$ cat src/rtl/gbk_ascii_glyph_fetch_and_expand_unit_defines.svh
// Assertion helpers for the checks in this unit.
`ifndef GBK_ASCII_GLYPH_FETCH_AND_EXPAND_UNIT_DEFINES_SVH
`define GBK_ASCII_GLYPH_FETCH_AND_EXPAND_UNIT_DEFINES_SVH

// Condition a implies condition b in the same cycle.
`define GBKGF_ASSERT_SAME(label, clk_s, rst_s, a, b) \
  label: assert property (@(posedge clk_s) disable iff (rst_s) (a) |-> (b)) \
    else $error("gbkgf check failed: same-cycle implication");

// Condition a implies condition b in the next cycle.
`define GBKGF_ASSERT_NEXT(label, clk_s, rst_s, a, b) \
  label: assert property (@(posedge clk_s) disable iff (rst_s) (a) |=> (b)) \
    else $error("gbkgf check failed: next-cycle implication");

`endif

$ cat src/rtl/gbkgf_pkg.sv
package gbkgf_pkg;

  localparam int unsigned ADDR_W  = 24;
  localparam int unsigned COORD_W = 16;

  // Command codes.
  localparam logic [1:0] CMD_SET_CURSOR = 2'd0;
  localparam logic [1:0] CMD_CHAR       = 2'd1;
  localparam logic [1:0] CMD_PIXELS     = 2'd2;

  // Configuration register indexes.
  localparam logic [2:0] CFG_ASCII_BASE = 3'd0;
  localparam logic [2:0] CFG_SMALL_BASE = 3'd1;
  localparam logic [2:0] CFG_LARGE_BASE = 3'd2;
  localparam logic [2:0] CFG_WIDTH      = 3'd3;
  localparam logic [2:0] CFG_FRONT      = 3'd4;
  localparam logic [2:0] CFG_BACK       = 3'd5;

  localparam logic [15:0] WIDTH_RESET = 16'd320;
  localparam logic [15:0] FRONT_RESET = 16'hF800;
  localparam logic [15:0] BACK_RESET  = 16'hFFFF;

  localparam logic [7:0] ASCII_LIMIT = 8'h80;
  localparam logic [7:0] ASCII_FIRST = 8'd32;
  localparam logic [7:0] GBK_HI_FIRST = 8'h81;
  localparam logic [7:0] GBK_LO_FIRST = 8'h40;
  localparam logic [7:0] GBK_LO_GAP   = 8'h7F;
  localparam logic [7:0] GBK_ROW_LEN  = 8'd190;

  localparam logic [5:0] LEN_ASCII = 6'd16;
  localparam logic [5:0] LEN_SMALL = 6'd32;
  localparam logic [5:0] LEN_LARGE = 6'd63;

  typedef struct packed {
    logic [15:0] col;
    logic [15:0] row;
  } cursor_t;

  typedef struct packed {
    logic [23:0] flash_address;
    logic [5:0]  read_length;
    logic [15:0] window_x0;
    logic [15:0] window_y0;
    logic [15:0] window_x1;
    logic [15:0] window_y1;
    logic [1:0]  bytes_used;
  } char_result_t;

endpackage

$ cat src/rtl/gbkgf_glyph_calc.sv
module gbkgf_glyph_calc (
  input  logic                  font_set,
  input  logic [7:0]            code_first,
  input  logic [7:0]            code_second,
  input  gbkgf_pkg::cursor_t    cursor,
  input  logic [23:0]           ascii_font_base,
  input  logic [23:0]           small_gbk_base,
  input  logic [23:0]           large_gbk_base,
  input  logic [15:0]           screen_width,
  output gbkgf_pkg::char_result_t result,
  output gbkgf_pkg::cursor_t    cursor_next
);
  import gbkgf_pkg::*;

  logic        is_ascii;
  logic [23:0] ascii_off;
  logic [23:0] hi_off;
  logic [23:0] row_term;
  logic [23:0] gbk_idx;
  logic [23:0] small_addr;
  logic [23:0] large_addr;
  logic [15:0] glyph_w;
  logic [15:0] glyph_h;
  logic [15:0] step;
  logic [15:0] margin;
  logic [15:0] col_adv;
  logic signed [17:0] wrap_limit;
  logic        wrap;

  assign is_ascii = !font_set && (code_first < ASCII_LIMIT);

  // All index arithmetic runs modulo 2^24, so codes below the table start
  // wrap exactly as a two's complement index would.
  assign ascii_off = {16'd0, code_first} - {16'd0, ASCII_FIRST};
  assign hi_off    = {16'd0, code_first} - {16'd0, GBK_HI_FIRST};
  assign row_term  = hi_off * {16'd0, GBK_ROW_LEN};
  assign gbk_idx   = row_term + {16'd0, code_second} - {16'd0, GBK_LO_FIRST}
                     - {23'd0, (code_second >= GBK_LO_GAP)};
  assign small_addr = small_gbk_base + {gbk_idx[18:0], 5'd0};
  assign large_addr = large_gbk_base + ({gbk_idx[17:0], 6'd0} - gbk_idx);

  always_comb begin
    if (is_ascii) begin
      result.flash_address = ascii_font_base + {ascii_off[19:0], 4'd0};
      result.read_length   = LEN_ASCII;
      result.bytes_used    = 2'd1;
      glyph_w = 16'd8;
      glyph_h = 16'd16;
      step    = 16'd8;
      margin  = 16'd8;
    end else if (!font_set) begin
      result.flash_address = small_addr;
      result.read_length   = LEN_SMALL;
      result.bytes_used    = 2'd2;
      glyph_w = 16'd16;
      glyph_h = 16'd16;
      step    = 16'd16;
      margin  = 16'd15;
    end else begin
      result.flash_address = large_addr;
      result.read_length   = LEN_LARGE;
      result.bytes_used    = 2'd2;
      glyph_w = 16'd24;
      glyph_h = 16'd21;
      step    = 16'd21;
      margin  = 16'd21;
    end
    result.window_x0 = cursor.col;
    result.window_y0 = cursor.row;
    result.window_x1 = cursor.col + glyph_w - 16'd1;
    result.window_y1 = cursor.row + glyph_h - 16'd1;
  end

  // The wrap test is signed, so a screen narrower than the margin always wraps.
  assign col_adv    = cursor.col + step;
  assign wrap_limit = $signed({2'b00, screen_width}) - $signed({2'b00, margin});
  assign wrap       = $signed({2'b00, col_adv}) > wrap_limit;

  always_comb begin
    if (wrap) begin
      cursor_next.col = 16'd0;
      cursor_next.row = cursor.row + glyph_h;
    end else begin
      cursor_next.col = col_adv;
      cursor_next.row = cursor.row;
    end
  end

endmodule

$ cat src/rtl/gbkgf_out_stage.sv
module gbkgf_out_stage (
  input  logic                    clk,
  input  logic                    rst,
  input  logic                    load_valid,
  input  logic                    load_is_pixel,
  input  gbkgf_pkg::char_result_t load_char,
  input  logic [7:0]              load_glyph,
  output logic                    load_ready,
  input  logic [15:0]             ink_color,
  input  logic [15:0]             paper_color,
  output logic                    out_valid,
  input  logic                    out_ready,
  output gbkgf_pkg::char_result_t out_char,
  output logic [15:0]             pixel_color,
  output logic                    last
);
  import gbkgf_pkg::*;

  logic         valid;
  logic         is_pixel;
  char_result_t chr;
  logic [7:0]   glyph;
  logic [2:0]   count;
  logic         last_beat;
  logic         take;

  assign last_beat  = !is_pixel || (count == 3'd7);
  assign take       = valid && out_ready;
  assign load_ready = !valid || (out_ready && last_beat);

  always_ff @(posedge clk) begin
    if (rst) begin
      valid <= 1'b0;
      count <= 3'd0;
    end else if (load_valid && load_ready) begin
      valid <= 1'b1;
      count <= 3'd0;
    end else if (take) begin
      if (last_beat) begin
        valid <= 1'b0;
      end else begin
        count <= count + 3'd1;
      end
    end
  end

  // The glyph byte shifts left one bit per pixel, so bit 7 is always current.
  always_ff @(posedge clk) begin
    if (load_valid && load_ready) begin
      is_pixel <= load_is_pixel;
      chr      <= load_char;
      glyph    <= load_glyph;
    end else if (take && !last_beat) begin
      glyph <= {glyph[6:0], 1'b0};
    end
  end

  assign out_valid = valid;

  always_comb begin
    if (is_pixel) begin
      out_char    = '0;
      pixel_color = glyph[7] ? ink_color : paper_color;
      last        = (count == 3'd7);
    end else begin
      out_char    = chr;
      pixel_color = 16'd0;
      last        = 1'b1;
    end
  end

endmodule

$ cat src/rtl/gbk_ascii_glyph_fetch_and_expand_unit.sv
// An item enters the input register, then the result register once that can load.
// Throughput: one item per cycle while out_ready is high; a character gives one result
// per cycle; a glyph byte holds the result register for eight pixels, one per cycle.
// Set-cursor items give no result and never wait on the result register.
// Synchronous active-high reset clears the cursor, the valid flags and loads the
// register defaults (bases 0, width 320, front 0xF800, back 0xFFFF).
module gbk_ascii_glyph_fetch_and_expand_unit (
  input  logic        clk,
  input  logic        rst,
  input  logic        cfg_valid,
  output logic        cfg_ready,
  input  logic [2:0]  cfg_index,
  input  logic [23:0] cfg_data,
  input  logic        in_valid,
  output logic        in_ready,
  input  logic [1:0]  cmd,
  input  logic        font_set,
  input  logic [7:0]  code_first,
  input  logic [7:0]  code_second,
  input  logic [7:0]  glyph_byte,
  input  logic [15:0] new_x,
  input  logic [15:0] new_y,
  output logic        out_valid,
  input  logic        out_ready,
  output logic [23:0] flash_address,
  output logic [5:0]  read_length,
  output logic [15:0] window_x0,
  output logic [15:0] window_y0,
  output logic [15:0] window_x1,
  output logic [15:0] window_y1,
  output logic [1:0]  bytes_used,
  output logic [15:0] pixel_color,
  output logic        last
);
  import gbkgf_pkg::*;
  `include "gbk_ascii_glyph_fetch_and_expand_unit_defines.svh"

  logic [23:0] ascii_font_base;
  logic [23:0] small_gbk_base;
  logic [23:0] large_gbk_base;
  logic [15:0] screen_width;
  logic [15:0] ink_color;
  logic [15:0] paper_color;

  logic        s1_valid;
  logic [1:0]  s1_cmd;
  logic        s1_font_set;
  logic [7:0]  s1_code_first;
  logic [7:0]  s1_code_second;
  logic [7:0]  s1_glyph;
  logic [15:0] s1_x;
  logic [15:0] s1_y;

  cursor_t      cursor;
  cursor_t      cursor_adv;
  char_result_t char_res;
  char_result_t out_char;
  logic         s1_produces;
  logic         load_ready;
  logic         s1_consume;

  assign cfg_ready = 1'b1;

  always_ff @(posedge clk) begin
    if (rst) begin
      ascii_font_base <= 24'd0;
      small_gbk_base  <= 24'd0;
      large_gbk_base  <= 24'd0;
      screen_width    <= WIDTH_RESET;
      ink_color       <= FRONT_RESET;
      paper_color     <= BACK_RESET;
    end else if (cfg_valid) begin
      case (cfg_index)
        CFG_ASCII_BASE: ascii_font_base <= cfg_data;
        CFG_SMALL_BASE: small_gbk_base  <= cfg_data;
        CFG_LARGE_BASE: large_gbk_base  <= cfg_data;
        CFG_WIDTH:      screen_width    <= cfg_data[15:0];
        CFG_FRONT:      ink_color       <= cfg_data[15:0];
        CFG_BACK:       paper_color     <= cfg_data[15:0];
        default: ;
      endcase
    end
  end

  assign s1_produces = (s1_cmd == CMD_CHAR) || (s1_cmd == CMD_PIXELS);
  assign s1_consume  = s1_valid && (!s1_produces || load_ready);
  assign in_ready    = !s1_valid || s1_consume;

  always_ff @(posedge clk) begin
    if (rst) begin
      s1_valid <= 1'b0;
    end else if (in_valid && in_ready) begin
      s1_valid <= 1'b1;
    end else if (s1_consume) begin
      s1_valid <= 1'b0;
    end
  end

  always_ff @(posedge clk) begin
    if (in_valid && in_ready) begin
      s1_cmd         <= cmd;
      s1_font_set    <= font_set;
      s1_code_first  <= code_first;
      s1_code_second <= code_second;
      s1_glyph       <= glyph_byte;
      s1_x           <= new_x;
      s1_y           <= new_y;
    end
  end

  // The cursor moves when a set-cursor or character item leaves the input register,
  // which keeps its updates in item order.
  always_ff @(posedge clk) begin
    if (rst) begin
      cursor <= '0;
    end else if (s1_consume) begin
      if (s1_cmd == CMD_SET_CURSOR) begin
        cursor.col <= s1_x;
        cursor.row <= s1_y;
      end else if (s1_cmd == CMD_CHAR) begin
        cursor <= cursor_adv;
      end
    end
  end

  gbkgf_glyph_calc u_calc (
    .font_set        (s1_font_set),
    .code_first      (s1_code_first),
    .code_second     (s1_code_second),
    .cursor          (cursor),
    .ascii_font_base (ascii_font_base),
    .small_gbk_base  (small_gbk_base),
    .large_gbk_base  (large_gbk_base),
    .screen_width    (screen_width),
    .result          (char_res),
    .cursor_next     (cursor_adv)
  );

  gbkgf_out_stage u_out (
    .clk           (clk),
    .rst           (rst),
    .load_valid    (s1_valid && s1_produces),
    .load_is_pixel (s1_cmd == CMD_PIXELS),
    .load_char     (char_res),
    .load_glyph    (s1_glyph),
    .load_ready    (load_ready),
    .ink_color     (ink_color),
    .paper_color   (paper_color),
    .out_valid     (out_valid),
    .out_ready     (out_ready),
    .out_char      (out_char),
    .pixel_color   (pixel_color),
    .last          (last)
  );

  assign flash_address = out_char.flash_address;
  assign read_length   = out_char.read_length;
  assign window_x0     = out_char.window_x0;
  assign window_y0     = out_char.window_y0;
  assign window_x1     = out_char.window_x1;
  assign window_y1     = out_char.window_y1;
  assign bytes_used    = out_char.bytes_used;

  `GBKGF_ASSERT_NEXT(a_accept_fills_s1, clk, rst, in_valid && in_ready, s1_valid)
  `GBKGF_ASSERT_SAME(a_char_is_last, clk, rst, out_valid && read_length != 6'd0, last)
  `GBKGF_ASSERT_NEXT(a_burst_continues, clk, rst, out_valid && out_ready && !last,
                     out_valid)
  `GBKGF_ASSERT_SAME(a_pixel_no_length, clk, rst, out_valid && !last,
                     read_length == 6'd0 && bytes_used == 2'd0)

endmodule
$ cat config.mk
export PLATFORM = sky130hd
export DESIGN_NAME = gbk_ascii_glyph_fetch_and_expand_unit
export DESIGN_NICKNAME = d
export VERILOG_FILES = /design/src/rtl/gbkgf_pkg.sv /design/src/rtl/gbkgf_glyph_calc.sv /design/src/rtl/gbkgf_out_stage.sv /design/src/rtl/gbk_ascii_glyph_fetch_and_expand_unit.sv
export VERILOG_INCLUDE_DIRS = /design/src /design/src/rtl
export SDC_FILE = /design/constraint.sdc
export NUM_CORES = 1
export LEC_CHECK = 0
export BUFFER_PORTS_ARGS = -buffer_cell sky130_fd_sc_hd__buf_2
export CAP_MARGIN = 20
export CORE_MARGIN = 2
export CORE_UTILIZATION = 45
export CTS_CLUSTER_DIAMETER = 150
export DETAILED_ROUTE_END_ITERATION = 10
export GPL_TIMING_DRIVEN = 0
export PLACE_DENSITY = 0.64
export SETUP_SLACK_MARGIN = 0.05
export SLEW_MARGIN = 20
export SYNTH_ARGS = -nofsm -noshare
export SYNTH_HDL_FRONTEND = slang
export SYNTH_SLANG_ARGS = --single-unit
$ cat constraint.sdc
create_clock -name clk -period 27.6 [get_ports clk]
set_clock_uncertainty 0.2 [all_clocks]
set_input_delay 4.14 -clock clk [delete_from_list [all_inputs] [get_ports clk]]
set_output_delay 4.14 -clock clk [all_outputs]
set_load 0.05 [all_outputs]
Word level (Yosys, flattened, before mapping):

Cells that the tools add are included.

* input port bits: 91
* logic and storage cells: 118
* flip-flop bits (word level): 321
* output and inout bits: 116

* reductions and logical operators: 38
* multiplexer cells: 24
* multipliers: 1
* bitwise logic cells: 1
* $lt $le $gt $ge: 3
* equal/unequal tests: 8
* add/sub/neg operators: 16

Operator list (number)
* 16-bit two-way mux: 6
* 32-bit two-way mux: 3
* 96-bit two-way mux: 1
* 24-bit adder: 3
* 30-bit two-way mux: 2
* 16-bit adder: 3
* 16-bit by 1-bit subtractor with 16-bit output, second input constant: 2
* 24-bit by 8-bit adder with 24-bit output: 1
* 24-bit by 7-bit multiplier with 23-bit output, second input constant: 1
* 24-bit by 1-bit subtractor with 24-bit output: 1
* 24-bit subtractor: 1
* 24-bit by 7-bit subtractor with 24-bit output, second input constant: 1
* 17-bit by 18-bit greater-than comparator with 1-bit output: 1
* 2-bit AND reduction: 9
* 16-bit by 16-bit subtractor with 17-bit output: 1
* 8-bit two-way mux: 2
* 2-bit nonzero test: 6
* 3-bit == test, second input constant: 3
* 8-bit by 6-bit subtractor with 9-bit output, second input constant: 1
* 8-bit by 8-bit subtractor with 9-bit output, second input constant: 1
* 8-bit by 7-bit >= comparator with 1-bit output, second input constant: 1
* 1-bit logical AND: 8
* 8-bit less-than comparator, second input constant: 1
* 3-bit by 2-bit == test with 1-bit output, second input constant: 2
* other kinds (16): 30

Logic depth before layout (Yosys ltp):

* depth after elaboration: 9
* mapped depth: 43
* depth with buffers taken out: 42

Cells and area by module:

From an unflattened synthesis, not the netlist that was laid out.

* cell total of the unflattened synthesis: 2350
* area, all modules: 21931.0 µm²

By module, submodules not included
* gbkgf_glyph_calc: area each 9862.0 µm², times used 1, cells each 1314
* gbk_ascii_glyph_fetch_and_expand_unit: area each 7666.1 µm², times used 1, cells each 758
* gbkgf_out_stage: area each 4403.0 µm², times used 1, cells each 278

Least setup slack after synthesis:

Ideal clock, no wire load.

* kind: reg2reg
* from: reg s1_code_first[1]
* to: reg u_out.chr[95] in the netlist's numbering, data pin
* slack: 17.276 ns
* stages on the path, launching flop included: 42
* setup time: 0.261 ns
* path buffers: 3
* arrival time: 9.864 ns
* path through: edfxtp_1 inv_1 ha_1 or4b_1 or3_4 and2_4 buf_6 inv_1 clkbuf_1 ha_1 clkbuf_1 xnor2_1 fa_1 fa_1 inv_1 fa_1 inv_1 ha_1 [6 not listed] ha_1 and4_1 a21oi_1 nand2_1 a31oi_1 a21oi_1 o21ai_0 xor2_1 fa_1 ha_1 nand3_1 nand2_1 a41oi_1 a21oi_1 o21ai_0 nand2b_1 xnor3_1 a221o_1

RTL lines
* start, declared: line gbk_ascii_glyph_fetch_and_expand_unit.sv:48 `logic [7:0] s1_code_first;`
* start signal, assigned: line gbk_ascii_glyph_fetch_and_expand_unit.sv:103 `s1_code_first <= code_first;`
* end signal, assigned: line gbkgf_out_stage.sv:51 `chr <= load_char;`
* end, declared: line gbkgf_out_stage.sv:21 `char_result_t chr;`

==> flow_metrics.tcl <==
set metrics [dict create \
    fill_cells 4111 \
    syn_area_um2 20900 \
    drv_slew 0 \
    ys_seq_area_frac 0.382 \
    rsz0062_at_grt "false" \
    wl_per_cell_um 18.6 \
    maxSlewHeadroom 0.332 \
    path_class "reg2reg" \
    reg2reg_from "s1_code_first[1]$_DFFE_PP_" \
    start_util 0.458 \
    clk_latency_ps 570 \
    cts_tree "done" \
    yosysTopAreaCellShare 0.232 \
    multi_input_area_um2 11900 \
    detail-route-antenna-nets 0 \
    tightestPinTransition_ps 1000 \
    synth_fp_nets 2600 \
    hold_path.startpoint "cursor[7]$_SDFFE_PP0P_" \
    reg2regPathDepth 37 \
    cts.sinks 318 \
    holdPathStages 0 \
    cts_root_buf "clkbuf_16" \
    post_dp_cell_area_um2 22800 \
    hold_class "reg2reg" \
    r2r-end "u_out.chr[95]$_DFFE_PP_" \
    area_delta_synth_final_pct 14.7 \
    cts_made_buffers 35 \
    arrival_ps 12290 \
    crit_path_start_kind "flip-flop" \
    dieArea_um2 48100 \
    ys_warn_count 0 \
    drtIter0Drc 1202 \
    drc_errors 0 \
    stdcell_area_um2 23900 \
    track_usage 0.239 \
    cts.path.max_buffers 3 \
    routed_via_density 5.40 \
    antenna_found_initial 2 \
    place_hpwl_um 45400 \
    synth_edf_count 161 \
    die_w_um 219 \
    portBuffers 204 \
    postSynthCellCount 2270 \
    ys_types 79 \
    grt_pass1_wl_um 88900 \
    grt_pass1_vias 16300 \
    slowest_stage "clkbuf_1" \
    core_um2 45600 \
    required_ps 27700 \
    num_rows 78 \
    die_height_um 219 \
    whs_ps 245 \
    fin_cells 3145 \
    min_period_over_period 0.442 \
    place_inst 3080 \
    vias 17000 \
    outcome "complete, no violations" \
    hold_viol 0 \
    ys_async_sr_fraction 0 \
    critical_path.max_fanout 16 \
    timing.fmax_mhz 82.0 \
    holdPathEnd "u_out.chr[41]$_DFFE_PP_" \
    ctsResizeCount 0 \
    yosysTopAreaCell "edfxtp_1" \
    path_clk_slew_ps 70 \
    first_pass_iters 7 \
    grt_max_degree 42 \
    nets 2847 \
    fin_crit_ps 12190 \
    regArea_um2 7980 \
    postCtsHoldBufs 0 \
    post_route_cells_drive_above_1_share 0.118 \
    crit_path_max_incr_delay_ps 700 \
    maxCapViolCount 0 \
    cp_common_cell "inv_1" \
    syn_avg_cell_area_um2 9.20 \
    setup_viol 0 \
    worstSetupEndpointType "flip-flop" \
    gp_congestion 0.905 \
    synth_seq_cells 318 \
    grt_overflow 0 \
    r2r_setup_slack_ps 15410 \
    htreeDepth 2 \
    io-pin-count 207 \
    postCtsSetupBuffers 0 \
    ys.flop_type "edfxtp_1" \
    synth_area_leaders "edfxtp_1 (23%), dfxtp_1 (15%), ha_1 (11%)" \
    drt_wl_total_um 58400 \
    finalSetupTns_ps 0 \
]
-- area by class of cell --
class,count,area share
multi-input cells,1677,0.495
flip-flops and latches,318,0.333
plain buffers,95,0.0161
repair buffers,210,0.0484
clock buffers,48,0.0412
clock inverters,16,0.00627
inverters,180,0.0282
diodes,1,0.000105
well taps,600,0.0314
-- layout by cell type (no fill, tap or decap), types with 36 or more instances in the layout --
master and count:
a21oi_1 211, edfxtp_1 161, clkbuf_16 36, o21ai_0 92
dfxtp_1 157, xnor2_1 115, nand2_1 329, clkbuf_1 91
a21o_1 38, fa_1 48, nand3_1 39, inv_1 179
nor2b_1 132, nor2_1 98, xor2_1 57, ha_1 191
buf_2 207
-- layer usage --
layer	vias up	GRT usage	part of all wire
met3	128	0.0338	0.053
li1	8305	-	-
met5	-	0	0.00012
met1	8029	0.305	0.43
met4	2	0.0858	0.036
met2	529	0.413	0.48
-- worst max-delay path by stage --
stage | start | endpoint | slack [ps] | cells past startpoint
5_1_grt | s1_code_first[1]$_DFFE_PP_ | u_out.chr[95]$_DFFE_PP_ | 14580 | 41
3_5_place_dp | s1_code_first[1]$_DFFE_PP_ | u_out.chr[95]$_DFFE_PP_ | 15490 | 37
6_report | s1_code_first[1]$_DFFE_PP_ | u_out.chr[95]$_DFFE_PP_ | 15410 | 37
2_1_floorplan | s1_code_first[1]$_DFFE_PP_ | u_out.chr[95]$_DFFE_PP_ | 17280 | 41
3_3_place_gp | s1_code_first[1]$_DFFE_PP_ | u_out.chr[95]$_DFFE_PP_ | 15590 | 37
4_1_cts | s1_code_first[1]$_DFFE_PP_ | u_out.chr[95]$_DFFE_PP_ | 15430 | 37
-- metrics by stage --
| step | util | setup WS (ps) |
|---|---|---|
| final | 0.525 | 15410 |
| after detailed placement | 0.500 | 15490 |
| after global placement | 0.497 | 15590 |
| after CTS | 0.525 | 15430 |
| after floorplan | - | 17280 |
| after global routing | 0.525 | 14580 |
-- logic make-up (layout without fill, tap and decap cells) --
group / after synthesis / after routing / synth area share
AO/OA/AOI/OAI: 496 / 496 / 0.145
XOR/XNOR: 177 / 177 / 0.0770
adder cells (fa/ha/maj): 240 / 240 / 0.161
buffers and inverters: 275 / 549 / 0.0507
flip-flops: 318 / 318 / 0.382
multiplexers: 34 / 34 / 0.0168
other: 1 / 2 / 0.000180
AND/OR/NAND/NOR: 729 / 729 / 0.167
-- worst max-delay path, delay by kind of cell, from the launching register on --
family	cells	cell delay, ps
AOI/OAI and AO/OA	10	2800
and+or+nand+nor	5	1310
xor gates and xnor gates	4	1420
buffers and inverters	9	1850
DFF	1	480
adders and majority gates	9	3860
-- Yosys cell counts, types with 4 or more instances --
| cell type | number |
|---|---|
| and3_1 | 15 |
| nand2b_1 | 27 |
| o21a_1 | 13 |
| a32o_1 | 4 |
| a21o_1 | 38 |
| xnor2_1 | 115 |
| o211ai_1 | 5 |
| o31ai_1 | 8 |
| o21bai_1 | 19 |
| a21boi_0 | 5 |
| a21oi_1 | 211 |
| a22oi_1 | 4 |
| inv_1 | 179 |
| buf_4 | 4 |
| dfxtp_1 | 157 |
| a31oi_1 | 18 |
| ha_1 | 191 |
| edfxtp_1 | 161 |
| xor2_1 | 57 |
| nor3_1 | 17 |
| nand4_1 | 10 |
| nand3_1 | 39 |
| mux2_2 | 8 |
| o21ai_0 | 93 |
| mux2i_1 | 26 |
| a221oi_1 | 10 |
| nand3b_1 | 25 |
| clkbuf_1 | 84 |
| nand2_1 | 329 |
| a211oi_1 | 29 |
| and2_1 | 10 |
| nor2_1 | 98 |
| nor2b_1 | 132 |
| o31a_1 | 4 |
| or2_2 | 6 |
| nor4_1 | 9 |
| fa_1 | 48 |
-- state kept, by name, summed over array words and instances, names as in the netlist, 2 cells and up --
register and count:
s1_code_first 8, large_gbk_base 24, paper_color 16, u_out.chr 93
u_out.count 3, cursor 32, s1_x 16, small_gbk_base 24
s1_y 16, s1_code_second 8, screen_width 16, ink_color 16
s1_glyph 8, u_out.glyph 8, ascii_font_base 24, s1_cmd 2
Power is left out: the tool's default activity adds up to more than one toggle a clock period on the data nets, which glitch-free logic cannot reach.
